**config.mk**
```make
export PLATFORM = sky130hd
export DESIGN_NAME = bci_back
export DESIGN_NICKNAME = d
export VERILOG_FILES = /design/src/bci_pkg.sv /design/src/bci_back.sv
export SDC_FILE = /design/constraint.sdc
export NUM_CORES = 2
export LEC_CHECK = 0
export BUFFER_PORTS_ARGS = -buffer_cell sky130_fd_sc_hd__buf_2
export CAP_MARGIN = 20
export CORE_ASPECT_RATIO = 0.5
export CORE_UTILIZATION = 58
export DETAILED_ROUTE_END_ITERATION = 6
export HOLD_SLACK_MARGIN = 0.12
export PLACE_DENSITY = 0.79
export SLEW_MARGIN = 20
export SYNTH_ARGS = -nofsm -noshare
export SYNTH_HDL_FRONTEND = slang
export SYNTH_SLANG_ARGS = --single-unit
```
**constraint.sdc**
```tcl
create_clock -name clk -period 33.9 [get_ports clk]
set_input_delay 3.39 -clock clk [delete_from_list [all_inputs] [get_ports clk]]
set_output_delay 3.39 -clock clk [all_outputs]
set_load 0.02 [all_outputs]
```
**src/bci_pkg.sv**
```systemverilog
// shared types and constants for the barycentric color interpolator
// no dependencies
`default_nettype none
package bci_pkg;
    localparam int unsigned CHAN_BITS = 8;
    localparam logic [CHAN_BITS-1:0] CHAN_MAX = 8'd255;
endpackage
`default_nettype wire

```
**src/bci_back.sv**
```systemverilog
// back end: pipelined restoring divider, clamp and output register
// depends on bci_pkg
`default_nettype none
module bci_back
    import bci_pkg::*;
#(
    parameter int unsigned AREA_BITS = 21,
    parameter int unsigned SUM_BITS  = 31
)(
    input  wire logic                 clk,
    input  wire logic                 rst_n,
    input  wire logic                 in_valid,
    output logic                      in_ready,
    input  wire logic [AREA_BITS-1:0] w,
    input  wire logic [SUM_BITS-1:0]  sr, sg, sb,
    output logic                      out_valid,
    input  wire logic                 out_ready,
    output logic [7:0]                red, green, blue,
    output logic                      degenerate
);
    // quotient bits 8..0 computed, bit 8 set means clamp
    localparam int unsigned NS = 9;
    localparam int unsigned RB = AREA_BITS + 1;

    typedef struct packed {
        logic [SUM_BITS-1:0] n;
        logic [RB-1:0]       r;
        logic [NS-1:0]       q;
        logic                ovf;
    } lane_t;

    logic                 v_reg   [NS+1];
    logic [AREA_BITS-1:0] d_reg   [NS+1];
    lane_t                l_reg   [NS+1][3];
    logic                 ov_reg;
    logic [7:0]           r_reg, g_reg, b_reg;
    logic                 dg_reg;
    logic                 adv;

    function automatic lane_t init(input logic [SUM_BITS-1:0] s,
                                   input logic [AREA_BITS-1:0] d);
        lane_t t;
        t.n = s;
        t.r = RB'(s >> (NS - 1));
        t.q = '0;
        // high bits of quotient beyond bit 8 already nonzero -> clamp
        t.ovf = (s >> (NS - 1)) >= (SUM_BITS'(d) << 1);
        init = t;
    endfunction

    function automatic lane_t stepf(input lane_t t, input logic [AREA_BITS-1:0] d,
                                    input int unsigned k);
        lane_t o;
        logic [RB:0] x;
        o = t;
        if (RB'(t.r) >= {1'b0, d})
        begin
            o.q[NS-1-k] = 1'b1;
            x = {1'b0, t.r} - {2'b0, d};
        end
        else
            x = {1'b0, t.r};
        if (k < NS - 1)
            o.r = RB'({x[RB-2:0], t.n[NS-2-k]});
        else
            o.r = RB'(x);
        stepf = o;
    endfunction

    assign adv = !out_valid || out_ready;
    assign in_ready = adv;

    always_ff @(posedge clk or negedge rst_n)
    begin
        if (!rst_n)
        begin
            for (int i = 0; i <= NS; i++)
                v_reg[i] <= 1'b0;
            ov_reg <= 1'b0;
        end
        else if (adv)
        begin
            v_reg[0] <= in_valid;
            for (int i = 1; i <= NS; i++)
                v_reg[i] <= v_reg[i-1];
            ov_reg <= v_reg[NS];
        end
    end

    always_ff @(posedge clk)
    begin
        if (adv)
        begin
            d_reg[0] <= w;
            l_reg[0][0] <= init(sr, w);
            l_reg[0][1] <= init(sg, w);
            l_reg[0][2] <= init(sb, w);
            for (int i = 1; i <= NS; i++)
            begin
                d_reg[i] <= d_reg[i-1];
                for (int c = 0; c < 3; c++)
                    l_reg[i][c] <= stepf(l_reg[i-1][c], d_reg[i-1], i - 1);
            end
            dg_reg <= (d_reg[NS] == '0);
            r_reg <= (d_reg[NS] == '0) ? 8'd0 :
                     (l_reg[NS][0].ovf || l_reg[NS][0].q[NS-1]) ? CHAN_MAX : l_reg[NS][0].q[7:0];
            g_reg <= (d_reg[NS] == '0) ? 8'd0 :
                     (l_reg[NS][1].ovf || l_reg[NS][1].q[NS-1]) ? CHAN_MAX : l_reg[NS][1].q[7:0];
            b_reg <= (d_reg[NS] == '0) ? 8'd0 :
                     (l_reg[NS][2].ovf || l_reg[NS][2].q[NS-1]) ? CHAN_MAX : l_reg[NS][2].q[7:0];
        end
    end

    assign out_valid  = ov_reg;
    assign red        = r_reg;
    assign green      = g_reg;
    assign blue       = b_reg;
    assign degenerate = dg_reg;
endmodule
`default_nettype wire

```
## Word level (Yosys, flattened, before mapping)

Memories as Yosys holds them, arrays and structs flattened.
Index checks and enable logic that the tools add are counted.

- Flip-flop bits (word level): 36
- RAM bits: 2100
- Bits of input ports: 118
- Output and inout port bits: 27
- Word-level logic and storage cells: 193
- Memories kept: 2

- Add/subtract/negate cells: 27
- Magnitude comparators: 30
- Multiplexer cells: 113
- Reduce and logical (&&, ||, !) cells: 6

Memories:

| name | depth | width | read ports | clocked after Yosys merged registers in | write ports | line | RTL |
|---|---|---|---|---|---|---|---|
| l_reg | 10 | 189 | 10 | 0 | 10 | bci_back.sv:34 | `lane_t l_reg [NS+1][3];` |
| d_reg | 10 | 21 | 10 | 0 | 10 | bci_back.sv:33 | `logic [AREA_BITS-1:0] d_reg [NS+1];` |

Operators with widths:

| operator | count |
|---|---|
| 22-bit 2-to-1 mux | 30 |
| 22-bit by 21-bit greater-or-equal comparator with 1-bit output | 27 |
| 21-bit 2-to-1 mux | 24 |
| 21-bit subtractor | 24 |
| 23-bit by 22-bit greater-or-equal comparator with 1-bit output | 3 |
| 22-bit by 21-bit subtractor with 22-bit output | 3 |
| 1-bit 2-to-1 mux | 56 |
| 8-bit 2-to-1 mux | 3 |
| 21-bit zero test | 1 |
| 1-bit logical OR | 4 |
| 1-bit zero test | 1 |

## Longest topological paths before layout

- Depth after elaboration: 4
- Gate-level depth with buffers: 15
- Depth with buffers taken out: 13

## Worst setup path after synthesis

OpenSTA, ideal clock, no wires.

- Path kind: input-to-output
- Start: input out_ready
- End: output in_ready
- Data arrival time: 24.914 ns
- Required time: 30.510 ns
- Setup slack: 5.596 ns
- Stages: 3
- Buffers on the path: 1
- Cells stage by stage: nor2b_1 -> clkbuf_1 -> inv_1

- Word-level cells in the longest chain between the ends: 1

RTL lines:

| item | line | RTL |
|---|---|---|
| from (decl) | bci_back.sv:17 | `input wire logic out_ready,` |
| 1-bit logical OR | bci_back.sv:70 | `assign adv = !out_valid \|\| out_ready;` |
| to (decl) | bci_back.sv:13 | `output logic in_ready,` |

No other way between the ends.

## Worst setup path after layout

Same ends and word-level chain as after synthesis.

==> impl_results.md <==
* Yosys warning count at 0
* CP Launch Type: primary input
* Sink Count at 1113
* CTS root buf: clkbuf_16
* Max incr delay on CP at 0.55 ns
* Clock-pin slew on the worst setup and hold paths at 0.06 ns
* Largest net degree at the start of global routing at 199
* Avg Inst Size Synth at 11.1 sq um
* Fmax at 122 MHz
* Fin Clk Skew at 0.0421 ns
* Routed len/inst at 21.9 um
* Syn_nets at 6741
* Routed WL at 169000 um
* Layout net count at 6890
* Hold Buf Count CTS at 0
* Hold Path Class: reg -> reg
* I/O Pins at 145
* Hold_sp: l_reg[4][160]$_DFFE_PP_
* RSZ-0062 raised after global routing: false
* Chip width at 480 um
* R2R cell count at 12
* Die Y at 241 um
* TritonCTS clock tree: done
* Tightest Pin Transition at 1.16 ns
* Post-route DRC violation count at 0
* Drt via density at 6.09
* # setup viols final at 0
* CP max stage cell: nor2b_2
* Iteration-0 DRC Markers at 3890
* Sequential fraction of the synthesis area at 0.503
* Commonest cells after routing, fill and taps aside: edfxtp_1, ha_1, a21oi_1
* Cts bufs inserted at 100
* Worst skew pair latency at 0.73 ns
* Crit-path most repeated cell: buf_2
* Post-synth ARST share at 0.00988
* Max FFs per register at 867
* Post-CTS sizing at 0
* Required @ worst endpoint at 30.51 ns
* Top Family by Delay on Critical Path: buffers and inverters
* Crit path kind: in -> out
* Total GRT Usage at 0.285
* Worst Setup SP: out_ready
* Initial antenna violation count at 0
* Worst EP arrival at 4.78 ns
* H-Tree Depth at 3
* Die ar. at 116000 sq um
* Setup repair bufs after CTS at 0
* Worst r2r src: d_reg[6][0]$_DFFE_PP_
* Remaining Overflow, GRT at 0
* Initial Util at 0.587
* Dpl hpwl at 133000 um
* Most common cell after layout, fill and taps aside: edfxtp_1
* Core Rows at 87
* Vias in the first global route at 45600
* Final period utilization at 0.241
* IO buf count at 144
* Post-Syn Instances at 5969
* Hold endpoint: l_reg[5][160]$_DFFE_PP_
* Cells along the critical path: buf_2 -> nor2b_2 -> inv_8 -> buf_2
* Type of destination of the critical path: output port
* Setup TNS Final at 0 ns
* Final GP Congestion at 0.983
* DR pass1 iterations at 5
* Hold Violations, Final at 0
* Layout cells sized above 1 at 0.0885
* Vias post-DR at 47000
* Reg-to-Reg End: l_reg[7][79]$_DFFE_PP_
* Hold path depth at 0
* Final Max Slew Viols at 0
* First-pass GRT wire length at 253000 um
* Critical path buffer and inverter count at 3
* CP Max Fanout at 100
* ANT nets after route at 0
* Core area at 113000 sq um
* Maximum buffer depth of the clock tree at 3
* EDFF count, synth at 1102
* Post-synth top flop: edfxtp_1
* R2R Setup Slk at 29.46 ns
* #FFs+latches synth at 1113
* Unique masters post-synth at 88
* Status: complete, no violations
* Area grow syn2layout at 8.76%
* Slew headroom at 0.208
* Cell Area, Synth at 66300 sq um
* Clock period minus worst slack at 8.17 ns
* MaxCap Viol Count at 0
[synthesized netlist by cell type (16+ instances only)]
| library cell | instances | area (sq um) |
|---|---|---|
| inv_1 | 366 | 1370 |
| xor2_1 | 174 | 1520 |
| xnor2_1 | 235 | 2060 |
| o21a_1 | 60 | 450 |
| a21o_1 | 242 | 1820 |
| or3_1 | 17 | 106 |
| fa_1 | 24 | 480 |
| a21oi_1 | 540 | 2700 |
| and3_1 | 42 | 263 |
| nand4_1 | 67 | 419 |
| a211oi_1 | 64 | 480 |
| a211o_1 | 22 | 193 |
| or2_2 | 25 | 156 |
| nor3_1 | 74 | 370 |
| o41ai_1 | 19 | 166 |
| nor2_1 | 427 | 1600 |
| o211ai_1 | 37 | 278 |
| a2111oi_0 | 16 | 140 |
| nor2b_1 | 88 | 551 |
| nand2_1 | 439 | 1650 |
| edfxtp_1 | 1102 | 33100 |
| nand3_1 | 101 | 505 |
| nand2b_1 | 58 | 363 |
| mux2_2 | 135 | 1520 |
| o21bai_1 | 56 | 420 |
| ha_1 | 630 | 7880 |
| and2_1 | 17 | 106 |
| a31oi_1 | 35 | 219 |
| o31ai_1 | 31 | 233 |
| buf_2 | 35 | 175 |
| clkbuf_1 | 88 | 330 |
| o21ai_1 | 28 | 140 |
| o21ai_0 | 409 | 2050 |
[how the worst max path moves through the flow]
stage               endpoint  slack, ns  cells past startpoint
floorplan           in_ready       5.60                      3
global placement    in_ready      25.40                      4
detailed placement  in_ready      25.30                      4
CTS                 in_ready      25.27                      4
global route        in_ready      25.64                      4
finish              in_ready      25.73                      4
[cells by family (layout without fill, tap and decap cells)]
logic type,count (synthesis),count (layout),synth area share
compound gates,1714,1714,0.161
other cells,0,1,0
simple gates,1420,1420,0.0997
xor+xnor,409,409,0.0540
buf+inv,505,738,0.0298
fa+ha+maj,654,654,0.126
mux,154,154,0.0259
flops,1113,1113,0.503
[per-stage QoR]
step	setup slack (ns)	hold WS [ns]	util	cells	instance area, sq um
final	25.73	0.389	0.638	7716	72100
after global routing	25.64	0.403	0.638	7715	72100
after CTS	25.27	0.385	0.638	7714	72100
after detailed placement	25.30	0.405	0.608	7528	68700
after global placement	25.40	0.400	0.608	7528	68700
after floorplan	5.60	0.400	-	5969	66300
[worst reg2reg max path, cell delays in order, from the launching register on]
cell and delay, ns:
edfxtp_1 0.46, ha_1 0.23, inv_1 0.06, fa_1 0.40
a21o_1 0.18, a21oi_1 0.24, o21bai_1 0.12, o21ai_1 0.29
a31oi_1 0.35, a211oi_1 0.44, o21ai_0 0.18, a211o_1 0.71
mux2_2 0.50
[layer usage]
layer | vias to the layer above | global-route usage | share of wire
met1 | 22500 | 0.362 | 0.43
met2 | 1563 | 0.496 | 0.48
li1 | 22600 | - | -
met4 | 0 | 0.118 | 0.042
met3 | 353 | 0.0365 | 0.049
met5 | - | 0 | 0
[cell type report]
class                           count  area, sq um
Sequential cell                  1113        33400
Inverter                          367         1390
Multi-Input combinational cell   4351        31100
Clock buffer                      124         2670
Fill cell                        8735        40900
Tap cell                         1513         1890
Timing Repair Buffer              185         1060
Antenna cell                        1         2.50
Clock inverter                     62          709
Power is left out: the tool's default activity adds up to more than one toggle a clock period on the data nets, which glitch-free logic cannot reach.
