## src/bci_queue.sv

```systemverilog
// short request queue between front and back ends
// no dependencies
`default_nettype none
module bci_queue #(
    parameter int unsigned WIDTH = 8,
    parameter int unsigned DEPTH = 4
)(
    input  wire logic             clk,
    input  wire logic             rst_n,
    input  wire logic             wr,
    input  wire logic [WIDTH-1:0] wdata,
    input  wire logic             rd,
    output logic                  empty,
    output logic [$clog2(DEPTH+1)-1:0] count,
    output logic [WIDTH-1:0]      rdata
);
    localparam int unsigned AW = $clog2(DEPTH);
    logic [WIDTH-1:0] mem [DEPTH];
    logic [AW-1:0] wp_reg, rp_reg;
    logic [$clog2(DEPTH+1)-1:0] cnt_reg;

    always_ff @(posedge clk or negedge rst_n)
    begin
        if (!rst_n)
        begin
            wp_reg  <= '0;
            rp_reg  <= '0;
            cnt_reg <= '0;
        end
        else
        begin
            if (wr)
                wp_reg <= (wp_reg == AW'(DEPTH - 1)) ? '0 : wp_reg + 1'b1;
            if (rd)
                rp_reg <= (rp_reg == AW'(DEPTH - 1)) ? '0 : rp_reg + 1'b1;
            cnt_reg <= cnt_reg + (wr ? 1'b1 : 1'b0) - (rd ? 1'b1 : 1'b0);
        end
    end

    always_ff @(posedge clk)
    begin
        if (wr)
            mem[wp_reg] <= wdata;
    end

    assign rdata = mem[rp_reg];
    assign empty = (cnt_reg == '0);
    assign count = cnt_reg;
endmodule
`default_nettype wire

```

## config.mk

```make
export PLATFORM = sky130hd
export DESIGN_NAME = bci_queue
export DESIGN_NICKNAME = d
export VERILOG_FILES = /design/src/bci_queue.sv
export SDC_FILE = /design/constraint.sdc
export NUM_CORES = 1
export LEC_CHECK = 0
export BUFFER_PORTS_ARGS = -buffer_cell sky130_fd_sc_hd__buf_2
export CELL_PAD_IN_SITES_DETAIL_PLACEMENT = 0
export CELL_PAD_IN_SITES_GLOBAL_PLACEMENT = 1
export CORE_ASPECT_RATIO = 1.25
export CORE_MARGIN = 3
export CORE_UTILIZATION = 36
export DETAILED_ROUTE_END_ITERATION = 8
export GPL_TIMING_DRIVEN = 0
export PLACE_DENSITY_LB_ADDON = 0.1
export SETUP_SLACK_MARGIN = 0.1
export SLEW_MARGIN = 15
export SYNTH_ARGS = -nofsm -noshare
export SYNTH_HDL_FRONTEND = slang
export SYNTH_SLANG_ARGS = --single-unit
```

## constraint.sdc

```tcl
create_clock -name clk -period 1.9 [get_ports clk]
set_clock_uncertainty 0.1 [all_clocks]
set_input_delay 0.38 -clock clk [delete_from_list [all_inputs] [get_ports clk]]
set_output_delay 0.38 -clock clk [all_outputs]
set_load 0.05 [all_outputs]
```

Word level (Yosys, flattened, before mapping):

Memory sizes are Yosys's and may differ from the RTL's.
Index checks and enable logic that the tools add are counted.

* flip-flop bits (word level): 7
* RAM bits: 32
* input bits: 12
* output and inout bits: 12
* word-level logic and storage cells: 17
* memories kept: 1

* add/subtract/negate cells: 4
* equal/unequal tests: 2
* mux-type cells: 6
* reduce and logical (&&, ||, !) cells: 1

Memories
* mem: words 4, width 8, rd ports 1, clocked after memory_dff 0, wr ports 1, line 18 `logic [WIDTH-1:0] mem [DEPTH];`

Operator list (number)
* adder 2 x 1 -> 2 bit (second input constant): 2
* equality test 2 bit (second input constant): 2
* two-way mux 1 bit: 4
* two-way mux 2 bit: 2
* adder 3 x 1 -> 3 bit: 1
* zero test 3 bit: 1
* subtractor 3 x 1 -> 3 bit: 1

Longest topological paths before layout:

Gate-level depths: netlist of run 1.

* word-level depth: 3
* gate-level depth with buffers: 8
* gate-level depth less buffers: 8

Worst setup path before layout of run 1:

Ideal clock, no wire load.

* kind: register to output
* start point: register cnt_reg[1], in the netlist count[1]
* end point: output empty
* arrival: 1.765 ns
* required time: 1.420 ns
* setup slack: -0.345 ns
* stages on the path, launching flop included: 2
* buffers on the path: 0
* cell sequence: dfrtp_1 -> nor3_1

* word-level cells in the longest chain between the ends: 1

Ends and longest elaborated chain
* start: declaration: line 20 `logic [$clog2(DEPTH+1)-1:0] cnt_reg;`
* start signal: assignment: line 36 `cnt_reg <= cnt_reg + (wr ? 1'b1 : 1'b0) - (rd ? 1'b1 : 1'b0);`
* zero test 3 bit: line 47 `assign empty = (cnt_reg == '0);`
* end: declaration: line 13 `output logic empty,`

Every way passes these cells.

Worst setup path after layout of run 1:

* start point: register rp_reg[0]
* end point: output rdata[2]

* word-level cells in the longest chain between the ends: 1

Ends and longest elaborated chain
* start: declaration: line 19 `logic [AW-1:0] wp_reg, rp_reg;`
* start signal: assignment: line 35 `rp_reg <= (rp_reg == AW'(DEPTH - 1)) ? '0 : rp_reg + 1'b1;`
* memory (4 x 8 bit)
* end: declaration: line 15 `output logic [WIDTH-1:0] rdata`

Every way passes these cells.

==> results by group, run 1 <==
Die
  – Die extent in x: roughly 65 um
  – Total I/O pin count: 24
  – Starting Density: between 30% and 40%
  – Die area: a little over 5000 um^2
  – Core Region: around 4100 um^2
  – Die H: between 70 and 80 um
  – Row count: 26

Placement
  – Post-DP HPWL: 1748 um
  – I/O Buffers: 23
  – Placed cells: ~160
  – Placer Congestion: between 0.6 and 0.7
  – Place WS: around 0.028 ns
  – Post-Place Cell Area: around 1800 um^2

Pwr
  – Cell-internal power: between 2 and 2.5 mW
  – Gate power share: between 40% and 50%
  – Flop pwr share: 34.7%
  – Clock share of power: 18.5%
  – P_sw: between 1 and 1.5 mW
  – Static Leakage: 0.7602 nW
  – Maximum VDD drop: roughly 840 uV
  – Switching share of power: 37.60%
  – Power Density: 1777 nW/um^2

Clock tree
  – H-Tree Depth: 2
  – CTS tree: yes
  – Clock sinks: 39
  – Max clock buf depth: 2
  – Clk_lat worst skew: around 0.28 ns
  – Worst-path clk slew: 0.07 ns
  – CTS Buf Count: 5
  – Root buffer cell: clkbuf_8

Global route
  – Antenna violations before repair: 0
  – Met2 Resource Use GR: about a fifth
  – Vias in the first global route: around 860
  – Met1 usage: a little under an eighth
  – GR Util met3: under 10%
  – GRT Overall Usage: a little under an eighth
  – GRT overflow: 0
  – Busiest grt layer: met2
  – Global-route wire length before repair: 4160 um
  – Largest net degree at the start of global routing: 13

Yosys
  – Count of unique library cells instantiated by Yosys: 16
  – Syn_area_per_cell: a little over 20 um^2
  – Asr flop ratio synth: between 10% and 20%
  – Synthesized Nets: just under 100
  – Sequential cell area fraction in the yosys report: roughly 73%
  – Post-synth EDFFs: 32
  – Ys flop type: edfxtp_1
  – Yosys reg bits: 39
  – Syn. warnings: 0
  – Mapped Area: around 1600 um^2
  – Synth Instances: 77

Cells and area
  – Synth-to-Final Area Change: 28.89%
  – Final instance area: about 2000 um^2
  – Ant. Diodes: 0
  – Finished Layout Cells: approximately 170
  – Top reg by flops: mem
  – Fin nets: 132
  – Layout cells sized above 1: between 40 and 50%
  – Largest register FFs: 32

STA
  – Fmax: between 400 and 500 MHz
  – RSZ-0062 raised after global routing: true
  – Slew HR: between 70% and 80%
  – Setup ws final: -0.1071 ns
  – Final setup viols: 8
  – Worst Tran Pin Value: approximately 0.44 ns
  – Fin crit period: ~2 ns
  – Worst Hold Slack: roughly 0.20 ns
  – Final hold violation count: 0
  – Slew Limit Fails: 0
  – Final worst-path cycle share: 105.6%

Job
  – Maxcap violations: 0

Drt
  – # DRC: 0
  – Avg WL per Cell: approximately 15 um
  – Post-detailed-route count of antenna-violating nets: 0
  – DRT Wirelength: around 2600 um
  – Initial drt markers: 6
  – Via count of the routed design: a little under 800
  – Detailed Routing Iterations Pass 1: 4
  – Via density: 4.562

Critical path
  – Worst Setup SP: rp_reg[0]
  – R2r startpoint: count[0]
  – Max Fanout on Critical Path: 4
  – Worst Setup Path Type: reg2out
  – Crit path DAT: approximately 1.5 ns
  – Worst setup EP type: primary output
  – Required time worst endpoint: 1.42 ns
  – Startpoint types: flip-flop

Hold path
  – Worst hold path type: in2reg
  – Hold_sp: wdata[3]

Status
  – Status: finished with violations
  – Violated checks: negative setup slack
-- power by group through the flow --
stage / clock (mW) / combinational (mW) / sequential, mW
floorplan: 0 / 0.980 / 1.34
global placement: 0 / 1.36 / 1.23
detailed placement: 0 / 1.38 / 1.25
CTS: 0.674 / 1.65 / 1.25
global route: 0.718 / 1.79 / 1.26
finish: 0.660 / 1.67 / 1.24
-- placed cells by master (no fill, tap or decap), drive strengths merged --
cell / count
dlygate4sd3: 1
ha: 7
xnor2: 2
clkbuf: 6
and2: 4
nand2: 1
inv: 6
or3b: 1
nor3: 1
buf: 28
clkinv: 2
mux2: 2
o21ai: 2
bufinv: 1
fa: 1
nor2: 1
dfrtp: 7
mux4: 8
edfxtp: 32
-- critical path: stages, from the launching register on --
cell and delay [ns]:
dfrtp_2 0.41, clkbuf_16 0.15, mux4_2 0.51, buf_8 0.17
-- cells by family (layout without fill, tap and decap cells) --
logic type      after synthesis  in the layout  share of synthesized area, %
buf+inv                       8             44                         2.487
simple gates                  8              8                         2.969
fa+ha+maj                     8              8                         6.902
mux                          10             10                         13.00
xor+xnor                      2              2                         1.124
flops                        39             39                         72.87
compound gates                2              2                        0.6421
-- routing by layer --
metal	up-vias	routed length [um]
met5	-	0
met4	0	44
met3	5	132
met2	21	1377
met1	385	1007
li1	360	-
-- metrics by stage --
| step | util [%] | total power, mW | setup TNS [ns] |
|---|---|---|---|
| after global placement | 42.43 | 2.591 | 0 |
| after global routing | 48.64 | 3.773 | -1.289 |
| final | 48.64 | 3.572 | -0.7627 |
| after detailed placement | 42.43 | 2.627 | 0 |
| after floorplan | - | 2.319 | -0.004082 |
| after CTS | 47.73 | 3.569 | -1.075 |
-- final timing paths --
check	endpoint	cells after the start	slack (ns)
setup / recovery	rdata[2]	3	-0.11
hold / removal	mem[0][3]	1	0.20
setup reg to reg	count[2]	8	0.17
hold reg to reg	count[2]	1	0.49
max in group asynchronous	rp_reg[0]	2	1.17
min in group asynchronous	wp_reg[1]	2	0.35
-- what timing repair did --
action / 4_1_cts / 5_1_grt
setup endpoints to repair: 8 / 9
hold buffers: 1 / 0
buffers inserted: 2 / 1
hold endpoints to repair: 7 / 0
cloned: 1 / 0
pin swaps: 0 / 3
resized for setup: 20 / 8
-- layout make-up --
type | count | area (um^2)
fill | 383 | 2122
inverter | 6 | 22.52
timing repair buffer | 28 | 226.5
sequential | 39 | 1139
tap | 56 | 70.07
buffer | 2 | 20.02
multi-input combinational | 30 | 424.2
clock inverter | 3 | 38.79
clock buffer | 5 | 68.82
-- cells in the mapped netlist (all sizes together), types with 2 or more instances --
cell type   n  area share [%]
mux4        8              12
inv         6             1.4
o21ai       2            0.64
xnor2       2             1.1
and2        4             1.6
mux2        2             1.4
edfxtp     32              62
buf         2             1.0
dfrtp       7              11
ha          7             5.6
Note: power is estimated with default switching activity, not from simulation.
==> run 2: changes to the inputs <==
--- a/config.mk
+++ b/config.mk
@@ -14,7 +14,7 @@
 export DETAILED_ROUTE_END_ITERATION = 8
 export GPL_TIMING_DRIVEN = 0
 export PLACE_DENSITY_LB_ADDON = 0.1
-export SETUP_SLACK_MARGIN = 0.1
+export SETUP_SLACK_MARGIN = 0.05
 export SLEW_MARGIN = 15
 export SYNTH_ARGS = -nofsm -noshare
 export SYNTH_HDL_FRONTEND = slang
==> run 2 against run 1 <==
The run still ends with negative setup slack left. Cell area fell by 1.2%. Sequential share of layout area is 0.71 points higher. Setup slack hardly changed. Die area unchanged. Hold slack hardly changed. Critical path type unchanged. Largest cell class unchanged.
==> results by group, run 2 (synthesis results as in run 1) <==
Hold path
  – Hold_sp: wdata[3] (unchanged)
  – Worst hold path type: in2reg (unchanged)

Clock tree
  – Max clock buf depth: 2 (unchanged)
  – Clk_lat worst skew: 0.28 ns (about the same)
  – Root buffer cell: clkbuf_8 (unchanged)
  – Clock sinks: 39 (unchanged)
  – Worst-path clk slew: 0.07 ns (about the same)
  – CTS Buf Count: 5 (unchanged)
  – H-Tree Depth: 2 (unchanged)
  – CTS tree: yes (unchanged)

STA
  – Final setup viols: 8 (unchanged)
  – Slew HR: 70.49% (was 70.51%)
  – Fin crit period: 2.007 ns (about the same)
  – Final worst-path cycle share: 105.7% (was 105.6%)
  – Final hold violation count: 0 (unchanged)
  – RSZ-0062 raised after global routing: true (unchanged)
  – Worst Hold Slack: 0.2048 ns (was 0.2049 ns)
  – Worst Tran Pin Value: 0.4426 ns (was 0.4424 ns)
  – Setup ws final: -0.1074 ns (was -0.1071 ns)
  – Fmax: 498.2 MHz (about the same)
  – Final setup TNS: -0.7650 ns (was -0.7627 ns)
  – Slew Limit Fails: 0 (unchanged)

Placement
  – I/O Buffers: 23 (unchanged)
  – Placer Congestion: 0.6468 (unchanged)
  – Post-DP HPWL: 1748 um (unchanged)

Status
  – Status: finished with violations (unchanged)
  – Violated checks: negative setup slack (unchanged)

Cells and area
  – Most common cell after layout, fill and taps aside: edfxtp_1 (unchanged)
  – Area of the multi-input gates: 399.1 um^2 (was 424.2 um^2)
  – Top reg by flops: mem (unchanged)
  – Ant. Diodes: 0 (unchanged)
  – Most frequent cells in the layout: edfxtp_1 (32), buf_2 (16), mux4_2 (8) (unchanged)
  – Largest register FFs: 32 (unchanged)
  – FF/Latch Area: 1139 um^2 (unchanged)
  – Fillers: 383 (unchanged)
  – Layout cells sized above 1: 45.13% (was 49.56%)
  – Fin nets: 132 (unchanged)
  – Synth-to-Final Area Change: 27.29% (was 28.89%)

Drt
  – # DRC: 0 (unchanged)
  – Via count of the routed design: 762 (was 771)
  – Initial drt markers: 11 (was 6)
  – Via density: 4.509 (was 4.562)
  – Post-detailed-route count of antenna-violating nets: 0 (unchanged)
  – Detailed Routing Iterations Pass 1: 4 (unchanged)
  – Avg WL per Cell: 15.09 um (was 15.16 um)
  – DRT Wirelength: 2550 um (was 2562 um)

Die
  – Die area: 5161 um^2 (unchanged)
  – Die H: 79.58 um (unchanged)
  – Total I/O pin count: 24 (unchanged)
  – Row count: 26 (unchanged)
  – Core Region: 4131 um^2 (unchanged)
  – Starting Density: 37.73% (unchanged)
  – Die extent in x: 64.86 um (unchanged)

Pwr
  – Maximum VDD drop: 797.6 uV (was 836.7 uV)
  – Static Leakage: 0.7626 nW (was 0.7602 nW)
  – Power Density: 1782 nW/um^2 (was 1777 nW/um^2)
  – Tot Pwr: 3.536 mW (was 3.572 mW)

Critical path
  – Required time worst endpoint: 1.42 ns (about the same)
  – Crit path DAT: 1.53 ns (about the same)
  – Max Fanout on Critical Path: 4 (unchanged)
  – Startpoint types: flip-flop (unchanged)
  – Worst Setup SP: rp_reg[0] (unchanged)
  – R2r startpoint: count[0] (unchanged)
  – Worst setup EP type: primary output (unchanged)
  – Worst Setup Path Type: reg2out (unchanged)

Global route
  – GRT overflow: 0 (unchanged)
  – GRT Overall Usage: 11.40% (unchanged)
  – Global-route wire length before repair: 4160 um (unchanged)
  – Antenna violations before repair: 0 (unchanged)
  – Largest net degree at the start of global routing: 13 (unchanged)
  – Vias in the first global route: 861 (unchanged)

Job
  – Maxcap violations: 0 (unchanged)
## run 2: cell counts in the layout (fill, tap and decap cells not counted)
Identical to the previous run, type by type.
## run 2: repair_timing
item / 4_1_cts / 5_1_grt
buffers inserted: 2 / 1
pin swaps: 0 / 1
cloned: 1 / 0
gates resized for setup: 20 / 2
endpoints found under the setup margin: 8 / 9
endpoints found under the hold margin: 7 / 0
hold buffers: 1 / 0
## run 2: worst paths after layout
kind	to	slack [ns]	depth (start not counted)
min in group asynchronous	wp_reg[1]	0.35	2
max in group asynchronous	rp_reg[0]	1.17	2
min reg2reg	count[2]	0.50	1
max reg2reg	count[2]	0.16	8
max	rdata[2]	-0.11	3
min	mem[0][3]	0.20	1
## run 2: cell type report
cell class / count / area share, %
buffer: 2 / 1.009
clock buffer: 5 / 3.468
multi-input combinational: 30 / 20.11
sequential: 39 / 57.38
clock inverter: 3 / 1.955
tap: 56 / 3.531
timing repair buffer: 28 / 11.41
inverter: 6 / 1.135
## run 2: report_power, final
| group | leakage (nW) | internal, mW | switching (mW) |
|---|---|---|---|
| registers | 0.375 | 1.13 | 0.103 |
| logic | 0.332 | 0.694 | 0.946 |
| clock network | 0.0556 | 0.384 | 0.277 |
| total | 0.763 | 2.21 | 1.33 |
## run 2: layer usage
layer | part of all wire (%) | GRT usage [%] | vias up | wire length, um
met4 | 1.7 | 5.074 | 0 | 44
met5 | 0 | 0 | - | 0
li1 | - | - | 360 | -
met1 | 39 | 11.99 | 378 | 1002
met3 | 5.1 | 4.085 | 5 | 130
met2 | 54 | 20.16 | 19 | 1372
## run 2: worst max-delay path, cell delays in order (launching register included)
cell and delay (ns):
dfrtp_2 0.41, clkbuf_16 0.15, mux4_2 0.51, buf_8 0.17
## run 2: metrics by stage
stage          worst slack (ns)  instances  cell area, um^2  util, %
2_1_floorplan         -0.004082         77             1568        -
3_3_place_gp            0.04922        156             1753    42.43
3_5_place_dp            0.02797        156             1753    42.43
4_1_cts                 -0.1608        168             1972    47.73
5_1_grt                 -0.1805        169             1984    48.03
6_report                -0.1074        169             1984    48.03
==> run 3: changes to the inputs <==
==> constraint.sdc (replaced) <==
create_clock -name clk -period 1.76 [get_ports clk]
set_clock_uncertainty 0.1 [all_clocks]
set_input_delay 0.352 -clock clk [delete_from_list [all_inputs] [get_ports clk]]
set_output_delay 0.352 -clock clk [all_outputs]
set_load 0.05 [all_outputs]
==> run 3 against run 2 <==
The flow still finishes with violations (negative setup slack). Critical path depth is the same. Hold slack worse by 0.028 ns. Highest routed layer unchanged. Wire length up 0.12%. Largest cell class unchanged. Cell area up 1.4%.
==> results by group, run 3 (synthesis results as in run 1) <==
Status
  – Status: finished with violations (unchanged)
  – Violated checks: negative setup slack (unchanged)

Cells and area
  – Top reg by flops: mem (unchanged)
  – Most frequent cells in the layout: edfxtp_1 (32), buf_2 (15), mux4_2 (8) (was edfxtp_1 (32), buf_2 (16), mux4_2 (8))
  – Fillers: 384 (was 383)
  – Finished Layout Cells: 169 (unchanged)
  – Layout cells sized above 1: 49.56% (was 45.13%)
  – Synth-to-Final Area Change: 29.05% (was 27.29%)
  – Largest register FFs: 32 (unchanged)
  – Ant. Diodes: 0 (unchanged)
  – Fin nets: 132 (unchanged)
  – Most common cell after layout, fill and taps aside: edfxtp_1 (unchanged)

Clock tree
  – Worst-path clk slew: 0.07 ns (about the same)
  – H-Tree Depth: 2 (unchanged)
  – Clk_lat worst skew: 0.28 ns (about the same)
  – Max clock buf depth: 2 (unchanged)
  – CTS tree: yes (unchanged)
  – Root buffer cell: clkbuf_8 (unchanged)
  – Clock sinks: 39 (unchanged)
  – CTS Buf Count: 5 (unchanged)

STA
  – Final setup viols: 8 (unchanged)
  – Fin crit period: roughly 2.0 ns
  – Slew HR: 70.52% (was 70.49%)
  – Slew Limit Fails: 0 (unchanged)
  – RSZ-0062 raised after global routing: true (unchanged)
  – Setup ws final: -0.2191 ns (was -0.1074 ns)
  – Final hold violation count: 0 (unchanged)
  – Final worst-path cycle share: 112.4%
  – Worst Tran Pin Value: 0.4422 ns (was 0.4426 ns)
  – Fmax: 505.3 MHz

Die
  – Total I/O pin count: 24 (unchanged)
  – Row count: 26 (unchanged)
  – Die area: 5161 um^2 (unchanged)
  – Die H: 79.58 um (unchanged)
  – Core Region: 4131 um^2 (unchanged)
  – Die extent in x: 64.86 um (unchanged)
  – Starting Density: 37.73% (unchanged)

Drt
  – Initial drt markers: 8 (was 11)
  – # DRC: 0 (unchanged)
  – Via density: 4.580 (was 4.509)
  – DRT Wirelength: 2553 um (was 2550 um)
  – Post-detailed-route count of antenna-violating nets: 0 (unchanged)
  – Avg WL per Cell: 15.11 um (was 15.09 um)
  – Via count of the routed design: 774 (was 762)
  – Detailed Routing Iterations Pass 1: 4 (unchanged)

Global route
  – Largest net degree at the start of global routing: 13 (unchanged)
  – GRT overflow: 0 (unchanged)
  – Antenna violations before repair: 0 (unchanged)
  – GRT Overall Usage: 11.50% (was 11.40%)
  – Global-route wire length before repair: 4202 um (was 4160 um)
  – Vias in the first global route: 868 (was 861)

Pwr
  – Gate power share: 47.0% (was 46.4%)
  – Maximum VDD drop: 909.8 uV (was 797.6 uV)
  – Flop pwr share: 34.5% (was 34.9%)
  – Power Density: 1919 nW/um^2 (was 1782 nW/um^2)
  – P_sw: 1.449 mW (was 1.326 mW)
  – Switching share of power: 37.54% (was 37.49%)
  – Tot Pwr: 3.860 mW (was 3.536 mW)
  – Cell-internal power: 2.411 mW (was 2.211 mW)
  – Clock share of power: 18.5% (was 18.7%)
  – Static Leakage: 0.7597 nW (was 0.7626 nW)

Placement
  – Place WS: -0.08403 ns (was 0.02797 ns)
  – I/O Buffers: 23 (unchanged)
  – Placer Congestion: 0.6468 (unchanged)
  – Post-DP HPWL: 1748 um (unchanged)
  – Placed cells: 156 (unchanged)

Critical path
  – Worst setup EP type: primary output (unchanged)
  – CP cell instances: clkbuf_16, mux4_2, buf_8 (unchanged)
  – Worst R2R Setup Slack: 0.07 ns (was 0.16 ns)
  – Worst Setup SP: rp_reg[0] (unchanged)
  – CP max stage delay: 0.51 ns (about the same)
  – Max Fanout on Critical Path: 4 (unchanged)
  – Required time worst endpoint: 1.31 ns (was 1.42 ns)
  – Crit path DAT: 1.53 ns (about the same)
  – Critical-path top delay cell: mux4_2 (unchanged)
  – R2r startpoint: count[0] (unchanged)
  – Startpoint types: flip-flop (unchanged)
  – Worst Setup Path Type: reg2out (unchanged)

Job
  – Maxcap violations: 0 (unchanged)

Hold path
  – Worst hold path type: in2reg (unchanged)
  – Hold_sp: wdata[3] (unchanged)
-- run 3: cell count changes in the layout (fill, tap and decap cells not counted), sizes merged --
cell	before	now
buf	28	27
clkbuf	6	7
-- run 3: layer usage --
layer	up-vias	GRT usage (%)	wire length (um)
met2	21	20.06	1375
met1	388	12.37	997
li1	360	-	-
met4	0	5.074	44
met3	5	4.085	136
met5	-	0	0
-- run 3: worst max-delay path: cells and delay by family (launching register included) --
kind                   cells  cell delay, ns
buffers and inverters      2            0.32
muxes                      1            0.51
DFF                        1            0.41
-- run 3: worst paths after layout --
path / to / depth (start not counted)
max reg2reg: count[2] / 8
max: rdata[2] / 3
max in group asynchronous: rp_reg[0] / 2
min reg2reg: count[2] / 1
min: mem[0][3] / 1
min in group asynchronous: wp_reg[1] / 2
-- run 3: power groups by stage --
stage                     sequential, mW  clock [mW]  combinational, mW
final                               1.33       0.712               1.81
after detailed placement            1.35           0               1.49
after CTS                           1.35       0.728               1.86
after global placement              1.33           0               1.47
after floorplan                     1.45           0               1.06
after global routing                1.36       0.775               1.95
-- run 3: final cells by class --
type                            count  area, um^2  share of cell area (%)
Clock buffer                        5       68.82                   3.420
Timing Repair Buffer               28       229.0                   11.38
Multi-Input combinational cell     30       424.2                   21.08
Sequential cell                    39        1139                   56.59
Inverter                            6       22.52                   1.119
Tap cell                           56       70.07                   3.483
Clock inverter                      3       38.79                   1.928
Buffer                              2       20.02                  0.9950
-- run 3: what timing repair did --
action / 4_1_cts / 5_1_grt
hold buffers: 1 / 0
endpoints found under the setup margin: 9 / 10
pin swaps: 3 / 1
cloned: 1 / 0
setup buffers: 3 / 0
gates resized for setup: 27 / 2
hold endpoints to repair: 7 / 0
-- run 3: stage by stage --
step | setup TNS (ns) | cell area [um^2] | util (%) | hold WS [ns]
2_1_floorplan | -0.2413 | 1568 | - | -0.04359
3_3_place_gp | -0.06345 | 1753 | 42.43 | 0.09636
3_5_place_dp | -0.08631 | 1753 | 42.43 | 0.09772
4_1_cts | -1.971 | 2012 | 48.70 | 0.1693
5_1_grt | -2.185 | 2012 | 48.70 | 0.1659
6_report | -1.658 | 2012 | 48.70 | 0.1769
